===== config.mk =====
export PLATFORM = sky130hd
export DESIGN_NAME = playfair_digraph_cipher_unit
export DESIGN_NICKNAME = d
export VERILOG_FILES = /design/src/hdl/pf_pkg.sv /design/src/hdl/pf_pair.sv /design/src/hdl/pf_map.sv /design/src/hdl/playfair_digraph_cipher_unit.sv
export SDC_FILE = /design/constraint.sdc
export NUM_CORES = 1
export LEC_CHECK = 0
export BUFFER_PORTS_ARGS = -buffer_cell sky130_fd_sc_hd__buf_4
export CAP_MARGIN = 10
export CORE_ASPECT_RATIO = 0.7
export CORE_UTILIZATION = 30
export CTS_CLUSTER_SIZE = 12
export DETAILED_ROUTE_END_ITERATION = 12
export REMOVE_ABC_BUFFERS = 1
export SLEW_MARGIN = 20
export SYNTH_ARGS = -nofsm -noshare
export SYNTH_HDL_FRONTEND = slang
export SYNTH_SLANG_ARGS = --single-unit

===== constraint.sdc =====
create_clock -name clk -period 15.02 [get_ports clk]
set_input_delay 0 -clock clk [delete_from_list [all_inputs] [get_ports clk]]
set_output_delay 0 -clock clk [all_outputs]
set_load 0.01 [all_outputs]

===== src/hdl/pf_pkg.sv =====
// Shared types, constants and helper functions for the Playfair digraph cipher unit.
package pf_pkg;

    localparam int LETTER_W = 5;
    localparam int SIDE     = 5;
    localparam int CELLS    = SIDE * SIDE;
    localparam int SQUARE_W = CELLS * LETTER_W;
    localparam int RC_W     = 3;
    localparam int WORD_W   = 50;
    localparam int THIRD_W  = 25;
    localparam int CFG_IDX_W = 3;

    localparam logic [LETTER_W-1:0] LETTER_I     = 5'd8;
    localparam logic [LETTER_W-1:0] LETTER_J     = 5'd9;
    localparam logic [LETTER_W-1:0] FILLER_RESET = 5'd23;
    localparam logic [LETTER_W-1:0] ALT_RESET    = 5'd16;

    typedef enum logic [CFG_IDX_W-1:0] {
        CFG_SQUARE_FIRST  = 3'd0,
        CFG_SQUARE_SECOND = 3'd1,
        CFG_SQUARE_THIRD  = 3'd2,
        CFG_DECRYPT_MODE  = 3'd3,
        CFG_FILLER        = 3'd4,
        CFG_ALT_FILLER    = 3'd5
    } cfg_addr_t;

    // One digraph waiting to be mapped through the square.
    typedef struct packed {
        logic [LETTER_W-1:0] first;
        logic [LETTER_W-1:0] second;
        logic                last;
        logic                err;
    } pf_job_t;

    // Status of the pairing stage as seen by the top level.
    typedef struct packed {
        logic job_valid;
        logic two_pending;
    } pf_status_t;

    // The letter j shares the square cell of i.
    function automatic logic [LETTER_W-1:0] canon(input logic [LETTER_W-1:0] l);
        canon = (l == LETTER_J) ? LETTER_I : l;
    endfunction

    // Filler that splits or pads the given letter.
    function automatic logic [LETTER_W-1:0] pad_for(input logic [LETTER_W-1:0] l,
                                                    input logic [LETTER_W-1:0] filler,
                                                    input logic [LETTER_W-1:0] alt);
        logic [LETTER_W-1:0] f;
        f = canon(filler);
        pad_for = (l == f) ? canon(alt) : f;
    endfunction

    // Step a row or column index by one, forward or backward, modulo the side.
    function automatic logic [RC_W-1:0] step5(input logic [RC_W-1:0] v, input logic back);
        logic [RC_W-1:0] r;
        r = '0;
        case (v)
            3'd0:    r = back ? 3'd4 : 3'd1;
            3'd1:    r = back ? 3'd0 : 3'd2;
            3'd2:    r = back ? 3'd1 : 3'd3;
            3'd3:    r = back ? 3'd2 : 3'd4;
            3'd4:    r = back ? 3'd3 : 3'd0;
            default: r = '0;
        endcase
        step5 = r;
    endfunction

endpackage


===== src/hdl/pf_pair.sv =====
// Pairing stage: forms digraphs from the letter stream and holds up to two pending jobs.
module pf_pair (
    input  logic                        clk,
    input  logic                        rst_n,
    input  logic                        in_valid,
    output logic                        in_stall,
    input  logic [pf_pkg::LETTER_W-1:0] letter,
    input  logic                        end_of_text,
    input  logic                        decrypt_mode,
    input  logic [pf_pkg::LETTER_W-1:0] filler_letter,
    input  logic [pf_pkg::LETTER_W-1:0] alt_filler_letter,
    input  logic                        move,
    output pf_pkg::pf_job_t             job,
    output pf_pkg::pf_status_t          status
);
    import pf_pkg::*;

    logic [LETTER_W-1:0] held_letter_reg, held_letter_next;
    logic                held_valid_reg, held_valid_next;
    pf_job_t             job0_reg, job1_reg;
    logic                job0_valid_reg, job1_valid_reg;

    pf_job_t             new0, new1;
    logic                new0_valid, new1_valid;
    logic                can_take, accept;
    logic [LETTER_W-1:0] l;

    assign can_take = !job1_valid_reg && (!job0_valid_reg || move);
    assign in_stall = !can_take;
    assign accept   = in_valid && can_take;
    assign l        = canon(letter);

    always_comb
    begin
        new0             = '0;
        new1             = '0;
        new0_valid       = 1'b0;
        new1_valid       = 1'b0;
        held_letter_next = held_letter_reg;
        held_valid_next  = held_valid_reg;
        if (accept)
        begin
            if (decrypt_mode)
            begin
                if (held_valid_reg)
                begin
                    new0             = '{first: held_letter_reg, second: l,
                                         last: end_of_text, err: 1'b0};
                    new0_valid       = 1'b1;
                    held_valid_next  = 1'b0;
                    held_letter_next = '0;
                end
                else if (end_of_text)
                begin
                    new0             = '{first: '0, second: '0, last: 1'b1, err: 1'b1};
                    new0_valid       = 1'b1;
                    held_letter_next = '0;
                end
                else
                begin
                    held_letter_next = l;
                    held_valid_next  = 1'b1;
                end
            end
            else if (held_valid_reg && (l != held_letter_reg))
            begin
                new0             = '{first: held_letter_reg, second: l,
                                     last: end_of_text, err: 1'b0};
                new0_valid       = 1'b1;
                held_valid_next  = 1'b0;
                held_letter_next = '0;
            end
            else
            begin
                // A doubled letter is split first; the new letter then starts a pair.
                if (held_valid_reg)
                begin
                    new0 = '{first: held_letter_reg,
                             second: pad_for(held_letter_reg, filler_letter,
                                             alt_filler_letter),
                             last: 1'b0, err: 1'b0};
                    new0_valid = 1'b1;
                end
                if (end_of_text)
                begin
                    if (held_valid_reg)
                    begin
                        new1 = '{first: l,
                                 second: pad_for(l, filler_letter, alt_filler_letter),
                                 last: 1'b1, err: 1'b0};
                        new1_valid = 1'b1;
                    end
                    else
                    begin
                        new0 = '{first: l,
                                 second: pad_for(l, filler_letter, alt_filler_letter),
                                 last: 1'b1, err: 1'b0};
                        new0_valid = 1'b1;
                    end
                    held_valid_next  = 1'b0;
                    held_letter_next = '0;
                end
                else
                begin
                    held_letter_next = l;
                    held_valid_next  = 1'b1;
                end
            end
        end
    end

    always_ff @(posedge clk or negedge rst_n)
    begin
        if (!rst_n)
        begin
            held_letter_reg <= '0;
            held_valid_reg  <= 1'b0;
            job0_valid_reg  <= 1'b0;
            job1_valid_reg  <= 1'b0;
        end
        else
        begin
            held_letter_reg <= held_letter_next;
            held_valid_reg  <= held_valid_next;
            if (accept)
            begin
                job0_valid_reg <= new0_valid;
                job1_valid_reg <= new1_valid;
            end
            else if (move)
            begin
                job0_valid_reg <= job1_valid_reg;
                job1_valid_reg <= 1'b0;
            end
        end
    end

    always_ff @(posedge clk)
    begin
        if (accept)
        begin
            job0_reg <= new0;
            job1_reg <= new1;
        end
        else if (move)
        begin
            job0_reg <= job1_reg;
        end
    end

    assign job                = job0_reg;
    assign status.job_valid   = job0_valid_reg;
    assign status.two_pending = job1_valid_reg;

endmodule


===== src/hdl/pf_map.sv =====
// Square lookup: locates both letters of a digraph and applies the Playfair rules.
module pf_map (
    input  logic [pf_pkg::SQUARE_W-1:0] square,
    input  logic                        decrypt_mode,
    input  pf_pkg::pf_job_t             job,
    output logic [pf_pkg::LETTER_W-1:0] out_first,
    output logic [pf_pkg::LETTER_W-1:0] out_second
);
    import pf_pkg::*;

    logic [LETTER_W-1:0] cells [CELLS];
    logic [RC_W-1:0]     r1, c1, r2, c2;
    logic [RC_W-1:0]     nr1, nc1, nr2, nc2;
    logic [LETTER_W-1:0] idx1, idx2;

    always_comb
    begin
        for (int k = 0; k < CELLS; k++)
        begin
            cells[k] = square[k*LETTER_W +: LETTER_W];
        end
    end

    // Descending scan so that the lowest matching cell wins; no match gives cell 0.
    always_comb
    begin
        r1 = '0;
        c1 = '0;
        r2 = '0;
        c2 = '0;
        for (int r = SIDE - 1; r >= 0; r--)
        begin
            for (int c = SIDE - 1; c >= 0; c--)
            begin
                if (cells[r*SIDE + c] == job.first)
                begin
                    r1 = RC_W'(r);
                    c1 = RC_W'(c);
                end
                if (cells[r*SIDE + c] == job.second)
                begin
                    r2 = RC_W'(r);
                    c2 = RC_W'(c);
                end
            end
        end
    end

    always_comb
    begin
        nr1 = r1;
        nc1 = c1;
        nr2 = r2;
        nc2 = c2;
        if (r1 == r2)
        begin
            nc1 = step5(c1, decrypt_mode);
            nc2 = step5(c2, decrypt_mode);
        end
        else if (c1 == c2)
        begin
            nr1 = step5(r1, decrypt_mode);
            nr2 = step5(r2, decrypt_mode);
        end
        else
        begin
            nc1 = c2;
            nc2 = c1;
        end
    end

    assign idx1 = LETTER_W'(nr1) * LETTER_W'(SIDE) + LETTER_W'(nc1);
    assign idx2 = LETTER_W'(nr2) * LETTER_W'(SIDE) + LETTER_W'(nc2);

    assign out_first  = job.err ? '0 : cells[idx1];
    assign out_second = job.err ? '0 : cells[idx2];

endmodule


===== src/hdl/playfair_digraph_cipher_unit.sv =====
// Top level of the Playfair digraph cipher unit: configuration, pairing, mapping, output register.
//
// Usage: letters (0 to 25, j folded onto i) enter one word at a time on the input
// channel (in_valid, in_stall, letter, end_of_text). Each output word carries one
// mapped digraph (out_first, out_second), last_pair on the final digraph of a
// message, and odd_error when a decrypted message had an odd letter count.
// The 5x5 square, mode and fillers are written through the configuration channel
// (cfg_valid, cfg_ready, cfg_index, cfg_data); cfg_ready is always high, and
// writes are expected only while no message is in flight.
// A digraph completed by an accepted letter is held in the pending-job register and
// moves into the output register when that register is free, which raises out_valid.
// Throughput: one letter per cycle while in_stall is low; a letter that releases
// two digraphs (a doubled pair closing the message in encrypt mode) holds the
// input off until the second digraph has moved on, since the pending-job register
// drains one digraph per cycle into the output register while that register is free.
// When the receiver raises out_stall the output word holds, the pending jobs wait,
// and in_stall rises once the pending-job register cannot take a new letter.
// Reset clears the held letter, all pending jobs and the output valid, and loads
// the configuration defaults (empty square, encrypt, filler x, second filler q).
module playfair_digraph_cipher_unit (
    input  logic                          clk,
    input  logic                          rst_n,
    input  logic                          in_valid,
    output logic                          in_stall,
    input  logic [pf_pkg::LETTER_W-1:0]   letter,
    input  logic                          end_of_text,
    output logic                          out_valid,
    input  logic                          out_stall,
    output logic [pf_pkg::LETTER_W-1:0]   out_first,
    output logic [pf_pkg::LETTER_W-1:0]   out_second,
    output logic                          last_pair,
    output logic                          odd_error,
    input  logic                          cfg_valid,
    output logic                          cfg_ready,
    input  logic [pf_pkg::CFG_IDX_W-1:0]  cfg_index,
    input  logic [pf_pkg::WORD_W-1:0]     cfg_data
);
    import pf_pkg::*;

    // Configuration registers.
    logic [WORD_W-1:0]   square_first_reg;
    logic [WORD_W-1:0]   square_second_reg;
    logic [THIRD_W-1:0]  square_third_reg;
    logic                decrypt_mode_reg;
    logic [LETTER_W-1:0] filler_reg;
    logic [LETTER_W-1:0] alt_filler_reg;

    // Output register.
    logic                out_valid_reg;
    logic [LETTER_W-1:0] out_first_reg, out_second_reg;
    logic                last_pair_reg, odd_error_reg;

    pf_job_t             job;
    pf_status_t          status;
    logic                move;
    logic [LETTER_W-1:0] map_first, map_second;

    assign cfg_ready = 1'b1;

    always_ff @(posedge clk or negedge rst_n)
    begin
        if (!rst_n)
        begin
            square_first_reg  <= '0;
            square_second_reg <= '0;
            square_third_reg  <= '0;
            decrypt_mode_reg  <= 1'b0;
            filler_reg        <= FILLER_RESET;
            alt_filler_reg    <= ALT_RESET;
        end
        else if (cfg_valid && cfg_ready)
        begin
            unique case (cfg_index)
                CFG_SQUARE_FIRST:  square_first_reg  <= cfg_data;
                CFG_SQUARE_SECOND: square_second_reg <= cfg_data;
                CFG_SQUARE_THIRD:  square_third_reg  <= cfg_data[THIRD_W-1:0];
                CFG_DECRYPT_MODE:  decrypt_mode_reg  <= cfg_data[0];
                CFG_FILLER:        filler_reg        <= cfg_data[LETTER_W-1:0];
                CFG_ALT_FILLER:    alt_filler_reg    <= cfg_data[LETTER_W-1:0];
                default:           ;
            endcase
        end
    end

    // A pending digraph moves into the output register whenever that register is
    // empty or its word is being taken in this cycle.
    assign move = status.job_valid && (!out_valid_reg || !out_stall);

    pf_pair u_pair (
        .clk               (clk),
        .rst_n             (rst_n),
        .in_valid          (in_valid),
        .in_stall          (in_stall),
        .letter            (letter),
        .end_of_text       (end_of_text),
        .decrypt_mode      (decrypt_mode_reg),
        .filler_letter     (filler_reg),
        .alt_filler_letter (alt_filler_reg),
        .move              (move),
        .job               (job),
        .status            (status)
    );

    pf_map u_map (
        .square       ({square_third_reg, square_second_reg, square_first_reg}),
        .decrypt_mode (decrypt_mode_reg),
        .job          (job),
        .out_first    (map_first),
        .out_second   (map_second)
    );

    always_ff @(posedge clk or negedge rst_n)
    begin
        if (!rst_n)
        begin
            out_valid_reg <= 1'b0;
        end
        else if (move)
        begin
            out_valid_reg <= 1'b1;
        end
        else if (!out_stall)
        begin
            out_valid_reg <= 1'b0;
        end
    end

    always_ff @(posedge clk)
    begin
        if (move)
        begin
            out_first_reg  <= map_first;
            out_second_reg <= map_second;
            last_pair_reg  <= job.last;
            odd_error_reg  <= job.err;
        end
    end

    assign out_valid  = out_valid_reg;
    assign out_first  = out_first_reg;
    assign out_second = out_second_reg;
    assign last_pair  = last_pair_reg;
    assign odd_error  = odd_error_reg;

    // An odd-length error word always closes the message and carries no letters.
    assert property (@(posedge clk) disable iff (!rst_n)
        (out_valid_reg && odd_error_reg) |-> (last_pair_reg && out_first_reg == '0
                                              && out_second_reg == '0))
        else $error("odd_error word is not a closing empty digraph");

    // The input is never open while a second digraph is still pending.
    assert property (@(posedge clk) disable iff (!rst_n)
        status.two_pending |-> in_stall)
        else $error("input open with two digraphs pending");

    // A digraph handed to the output register is presented in the next cycle.
    assert property (@(posedge clk) disable iff (!rst_n)
        move |=> out_valid_reg)
        else $error("moved digraph not presented");

    // A second pending digraph only exists behind a first one.
    assert property (@(posedge clk) disable iff (!rst_n)
        status.two_pending |-> status.job_valid)
        else $error("second digraph pending without a first");

endmodule

==> summary.txt, run 1 <==
Setup path
  – Critical Path RT: 15.23 ns
  – Worst Setup Path Type: reg2reg
  – R2R cell count: 21
  – Worst Setup SP: u_pair.job[10]
  – R2R setup slack: 7.03 ns
  – CP endpoint kind: flip-flop
  – Reg2reg end: out_second[3]
  – RR Startpoint: u_pair.job[10]
  – Startpoint types: flip-flop
  – CP max FO: 25
  – Arr. time, crit path: 8.20 ns
  – Critical Path End: out_second[3]

Clocking
  – CTS root buf: clkbuf_16
  – H-tree Lvls: 4
  – Max Buffers Root-to-Sink: 2
  – Clock Sinks: 180
  – TritonCTS clock tree: built
  – Postcts setup bufs: 0
  – Hold buffer count at CTS: 65
  – Post-CTS Resized: 0
  – Worst-path clk slew: 0.08 ns
  – Worst-Skew Late Latency: 0.46 ns
  – TritonCTS Buffers: 17

Synthesis
  – Sequential element share of the synthesized area: 33.9%
  – Asr flop ratio synth: 80.6%
  – Cell taking the most area after synthesis: dfrtp_1
  – Mean post-synth cell area: 11.1 µm²
  – Synth Area in Adders: 1.74%
  – Xor and xnor area share after synthesis: 18.1%
  – Synth Flop Type: dfrtp_1
  – Post-synthesis simple-gate area fraction: 10.9%
  – Synth Warn #: 0
  – Ranking of synthesized cells by area: dfrtp_1, mux2_2, mux4_2
  – Syn Std Cell Area: 13,800 µm²
  – Synth Instances: 1,242
  – Netlist cell types: 76
  – Yosys reg bits: 180
  – Post-synth EDFFs: 35
  – Top cell type's share of synthesized area: 25.4%
  – Synth Area in Compound Gates: 6.32%
  – Main combinational cell family by area after synthesis: multiplexers
  – Post-synthesis mux area share: 24.6%

STA
  – Crit path time final: 7.99 ns
  – Fin crit share: 53.2%
  – Worst-Margin Slew: 1.08 ns
  – Worst Skew: 0.0142 ns
  – Unrepaired setup endpoints after global routing: false
  – Hold Vio Cnt, Final: 0
  – Worst slew margin: 27.6%
  – FMAX: 0.125 GHz
  – Setup TNS: 0 ns
  – Final Max Slew Viols: 0
  – Setup violators final: 0

Placement
  – Port bufs: 77
  – Post-Place Cells: 1,861
  – HPWL Detailed: 36,300 µm
  – RD Place Congestion: 1.03
  – Placed Area: 14,800 µm²

Global routing
  – Vias in the first global route: 10,188
  – Tot GR Track Use: 21.0%
  – Pin count of the biggest net entering global routing: 81
  – Initial antenna violation count: 3
  – Grt ovf: 0
  – First-pass GRT wire length: 72,200 µm

Floorplanning
  – Vert. Die Dim: 181 µm
  – Die area: 46,900 µm²
  – Row count: 65
  – # IOs: 79
  – Core Region: 45,200 µm²
  – Starting Density: 30.5%
  – Die X: 258 µm

Drt
  – Vias: 10,720
  – Drc violations: 0
  – Via density: 5.47
  – DRT Wirelength: 48,500 µm
  – Mean routed wirelength per cell: 24.8 µm
  – Antenna-violating nets left: 0
  – Detailed Routing Iterations Pass 1: 5
  – Initial DRC count: 1,261

Cells and area
  – Register area: 4690 µm²
  – Design area: 16,100 µm²
  – Post-Layout Cell Count: 1,958
  – Post-layout nets: 1,424
  – Footprint of the multi-input gates: 8580 µm²
  – Fillers: 4,543
  – Synthesis-to-finish area growth: 16.4%
  – Antenna diodes: 0
  – Layout cells sized above 1: 27.2%

Outcome
  – Status: finished clean

Worst hold path
  – Hold WC Path Type: in2reg

Run
  – # Max-Cap Violations: 0
metrics by stage:
step	util, %	hold slack [ns]	setup slack [ns]
final	35.5	0.109	7.03
after global routing	35.5	0.138	6.62
after CTS	35.5	0.0933	7.24
after detailed placement	32.8	0.0938	7.25
after global placement	32.8	0.0768	7.42
after floorplan	-	-0.296	8.00
worst min path at each step:
| stage | startpoint | endpoint | slack [ns] | cells after the start |
|---|---|---|---|---|
| finish | letter[0] | u_pair.held_letter_reg[0] | 0.11 | 3 |
| global route | letter[0] | u_pair.held_letter_reg[0] | 0.14 | 3 |
| CTS | letter[0] | u_pair.held_letter_reg[0] | 0.09 | 3 |
| detailed placement | rst_n | square_second_reg[41] | 0.09 | 1 |
| global placement | rst_n | square_second_reg[44] | 0.08 | 1 |
| floorplan | rst_n | alt_filler_reg[0] | -0.30 | 0 |
synthesized netlist by cell type (13+ instances only):
| master | n |
|---|---|
| dfrtp_1 | 140 |
| xor2_1 | 140 |
| xnor2_1 | 139 |
| mux2_2 | 137 |
| nor2_1 | 62 |
| mux4_2 | 61 |
| nand3_1 | 57 |
| nand2_1 | 50 |
| nor3_1 | 46 |
| edfxtp_1 | 35 |
| clkbuf_1 | 32 |
| mux2i_1 | 29 |
| a21oi_1 | 26 |
| o21ai_0 | 26 |
| inv_1 | 22 |
| buf_6 | 17 |
| ha_1 | 16 |
| buf_1 | 15 |
| a211oi_1 | 13 |
area by class of cell:
cell class / instances / share of cell area, %
inverters: 23 / 0.537
repair buffers: 162 / 8.61
multi-input cells: 958 / 53.4
clock inverters: 12 / 0.903
clock buffers: 20 / 2.72
well taps: 603 / 4.70
flip-flops and latches: 180 / 29.2
cell families after synthesis:
family / Yosys count
AO/OA/AOI/OAI: 128
XOR/XNOR: 281
adder cells (fa/ha/maj): 18
buffers and inverters: 104
flip-flops: 180
multiplexers: 239
other: 1
AND/OR/NAND/NOR: 291
placed cells by master, fill, tap and decap left out, drive strengths merged, types with 4 or more instances in the layout:
master         n
clkinv         4
nand4          5
nand3         57
nand2b         9
xnor2        141
mux2i         31
a31oi         10
a221oi         5
ha            16
edfxtp        35
mux4          61
nor2          63
buf           97
o221ai         7
o211ai         5
clkbuf        20
mux2         147
o21ai         26
nor3          55
dlygate4sd3   65
and2           5
inv           29
o22ai          5
and3           8
nor2b         11
nand2         50
a21oi         27
xor2         140
nor4           6
dfstp          5
a22o           5
dfrtp        140
a22oi          5
a211oi        13
metal layers:
metal	vias up	GRT usage [%]	wire length, µm
met2	530	27.9	19300
met4	2	4.69	693
met5	-	0	21
li1	4691	-	-
met3	37	6.30	5400
met1	5460	32.6	23100
worst max-delay path, stage by stage, from the launching register on:
cell and delay (ns):
edfxtp_1 0.34, buf_4 0.46, xnor2_1 0.14, nand3_1 0.12, nor3_1 0.12, nor4_1 0.62
a211oi_1 0.28, o311ai_1 0.80, xnor2_1 0.15, nor3_1 0.89, or4_1 0.49, nor2_1 0.11
a21oi_1 0.17, o221ai_1 0.19, ha_1 0.32, ha_1 0.17, inv_1 0.07, fa_1 0.47
xor2_1 0.70, mux4_2 0.65, nor2b_1 0.16, mux2_4 0.30
Power of run 1 is left out: the tool's default activity adds up to more than one toggle a clock period on the data nets, which glitch-free logic cannot reach.
==> run 2, diff against run 1 <==
--- a/config.mk
+++ b/config.mk
@@ -5,6 +5,7 @@
 export SDC_FILE = /design/constraint.sdc
 export NUM_CORES = 1
 export LEC_CHECK = 0
+export ABC_AREA = 1
 export BUFFER_PORTS_ARGS = -buffer_cell sky130_fd_sc_hd__buf_4
 export CAP_MARGIN = 10
 export CORE_ASPECT_RATIO = 0.7
==> constraint.sdc (replaced) <==
create_clock -name clk -period 6.7 [get_ports clk]
set_input_delay 0 -clock clk [delete_from_list [all_inputs] [get_ports clk]]
set_output_delay 0 -clock clk [all_outputs]
set_load 0.01 [all_outputs]
==> run 2 against run 1 <==
Against the previous run: largest cell class unchanged; via count grew 38%; flip-flop and latch count is the same; cell count grew 40%; critical path type unchanged.
==> summary.txt, run 2 <==
Outcome
  – Status: finished clean

STA
  – Setup violators final: 0 (unchanged)
  – Worst Skew: 0.0149 ns (+0.000712 ns)
  – Worst slew margin: 30.4% (+2.8 points)
  – Fin crit share: 95.4% (+42 points)
  – Hold Vio Cnt, Final: 0 (unchanged)
  – Worst-Margin Slew: 1.04 ns (-0.0346 ns)
  – Final Max Slew Viols: 0 (unchanged)
  – Crit path time final: 6.39 ns (-1.60 ns)
  – Unrepaired setup endpoints after global routing: false
  – FMAX: 0.156 GHz (+25%)
  – Worst hold margin: 0.0428 ns (-0.0662 ns)
  – Final setup margin: 0.310 ns (-6.72 ns)

Synthesis
  – Cell taking the most area after synthesis: dfrtp_1
  – Ranking of synthesized cells by area: dfrtp_1, o21ai_0, nand2_1
  – Count leader, synth: nand2_1
  – Synth Warn #: 0 (unchanged)
  – Post-synth EDFFs: 35 (unchanged)
  – Syn Std Cell Area: 14,300 µm² (+3.5%)
  – Sequential element share of the synthesized area: 32.8% (-1.1 points)
  – Asr flop ratio synth: 80.6% (unchanged)
  – Top cell type's share of synthesized area: 24.5% (-0.85 points)
  – Synth cell count leaders: nand2_1, o21ai_0, inv_1
  – Mean post-synth cell area: 7.14 µm² (-36%)
  – Yosys reg bits: 180 (unchanged)
  – Synth Flop Type: dfrtp_1
  – Synth Instances: 2,002 (+61%)
  – Netlist cell types: 61 (-20%)

Setup path
  – Arr. time, crit path: 6.60 ns (-1.60 ns)
  – Worst Setup Path Type: reg2reg
  – CP endpoint kind: flip-flop
  – CP max FO: 25 (unchanged)
  – Slowest CP cell: fa_1
  – Critical path's largest stage delay: 0.62 ns (-0.27 ns)
  – Startpoint types: flip-flop
  – Crit-path most repeated cell: nand2_1
  – Critical Path RT: 6.91 ns (-8.32 ns)

Placement
  – Port bufs: 77 (unchanged)
  – HPWL Detailed: 47,300 µm (+30%)
  – RD Place Congestion: 1.10 (+7.2%)
  – Pre-CTS WS: 0.225 ns (-7.03 ns)

Floorplanning
  – Die X: 263 µm (+1.7%)
  – Core Region: 46,700 µm² (+3.4%)
  – Starting Density: 30.6% (+0.034 points)
  – Die area: 48,500 µm² (+3.4%)
  – # IOs: 79 (unchanged)
  – Vert. Die Dim: 185 µm (+1.7%)
  – Row count: 66 (+1.5%)

Clocking
  – Worst-Skew Late Latency: 0.47 ns (about the same)
  – Clock Sinks: 180 (unchanged)
  – Worst-path clk slew: 0.08 ns (about the same)
  – Max Buffers Root-to-Sink: 2 (unchanged)
  – TritonCTS Buffers: 17 (unchanged)
  – H-tree Lvls: 4 (unchanged)
  – TritonCTS clock tree: built
  – CTS root buf: clkbuf_16

Drt
  – Mean routed wirelength per cell: 22.5 µm (-8.9%)
  – Via density: 5.38 (-1.7%)
  – DRT Wirelength: 61,900 µm (+28%)
  – Vias: 14,786 (+38%)
  – Antenna-violating nets left: 0 (unchanged)
  – Detailed Routing Iterations Pass 1: 8 (+3)
  – Initial DRC count: 1,657 (+31%)
  – Drc violations: 0 (unchanged)

Worst hold path
  – Hold WC Path Type: in2reg

Global routing
  – Tot GR Track Use: 25.7% (+4.6 points)
  – Pin count of the biggest net entering global routing: 101 (+25%)
  – Vias in the first global route: 13,492 (+32%)
  – First-pass GRT wire length: 90,900 µm (+26%)
  – Initial antenna violation count: 4 (+1)
  – Grt ovf: 0 (unchanged)

Cells and area
  – Post-layout nets: 2,200 (+54%)
  – Synthesis-to-finish area growth: 18.6%
  – Leading cell type in the layout, fill and taps excluded: nand2_1
  – Fillers: 5,000 (+10%)
  – Most frequent cells in the layout: nand2_1, o21ai_0, inv_1, nor2_1, dfrtp_1
  – Final Util: 36.3% (+0.73 points)
  – Layout cells sized above 1: 11.5% (-16 points)

Run
  – # Max-Cap Violations: 0 (unchanged)
==> run 2: cell types whose count changed after synthesis, sizes merged, moves of 31 or more <==
| cell | before | now |
|---|---|---|
| nand2 | 50 | 403 |
| o21ai | 26 | 318 |
| mux2i | 31 | 0 |
| mux4 | 61 | 0 |
| xnor2 | 141 | 103 |
| mux2 | 147 | 0 |
| nor2 | 63 | 168 |
| inv | 22 | 220 |
| a21oi | 27 | 123 |
| nand3 | 57 | 91 |
| xor2 | 140 | 87 |
| clkbuf | 32 | 76 |
==> run 2: area by class of cell <==
cell class | instances | area, µm² | area share [%]
flip-flops and latches | 180 | 4690 | 27.6
multi-input cells | 1484 | 8160 | 48.1
well taps | 612 | 766 | 4.52
clock buffers | 18 | 429 | 2.53
clock inverters | 14 | 201 | 1.19
inverters | 224 | 843 | 4.98
diodes | 4 | 10.0 | 0.0591
repair buffers | 211 | 1860 | 10.9
==> run 2: metal layers <==
layer / part of all wire, % / up-vias / GRT usage (%)
met3: 12 / 103 / 9.11
met1: 47 / 7063 / 37.1
met4: 2.3 / 4 / 7.23
li1: - / 6857 / -
met2: 39 / 759 / 35.0
met5: 0.12 / - / 1.40
==> run 2: metrics by stage <==
step                      area (µm²)  TNS, ns  cells
after detailed placement       15600        0   2646
after global routing           16900        0   2743
after CTS                      16900        0   2740
after floorplan                13600  -0.0287   1888
final                          16900        0   2747
after global placement         15600        0   2646
==> run 2: critical path, delay by kind of cell, from the launching register on <==
family,cells,cell delay (ns)
AOI/OAI and AO/OA,7,2.00
and+or+nand+nor,14,1.48
adders and majority gates,3,1.21
buffers and inverters,5,0.81
DFF,1,0.58
==> run 2: path summary, 6_finish.rpt <==
check	cells past startpoint	slack, ns	endpoint	start
max	29	0.31	out_first[3]	u_pair.job[6]
min	6	0.04	filler_reg[4]	cfg_index[2]
max reg2reg	29	0.31	out_first[3]	u_pair.job[6]
min reg2reg	0	0.44	last_pair	u_pair.job[1]
max in group asynchronous	3	5.22	square_third_reg[22]	rst_n
min in group asynchronous	2	0.16	square_third_reg[10]	rst_n
==> run 2: cell families (layout without fill, tap and decap cells) <==
family                     after synthesis  in the layout  share of synthesized area [%]
AOI/OAI and AO/OA                      543            543                           21.0
xor gates and xnor gates               190            190                           11.7
adders and majority gates               18             18                           1.68
buffers and inverters                  338            467                           10.4
DFF                                    180            180                           32.8
other                                    1              5                         0.0262
and+or+nand+nor                        732            732                           22.4
==> run 2: repair_timing <==
action / 4_1_cts / 5_1_grt
endpoints found under the setup margin: 0 / 9
hold buffers: 62 / 0
resized for setup: 0 / 8
buffers inserted: 0 / 3
hold endpoints to repair: 227 / 0
Power of run 2 is left out for the same reason.
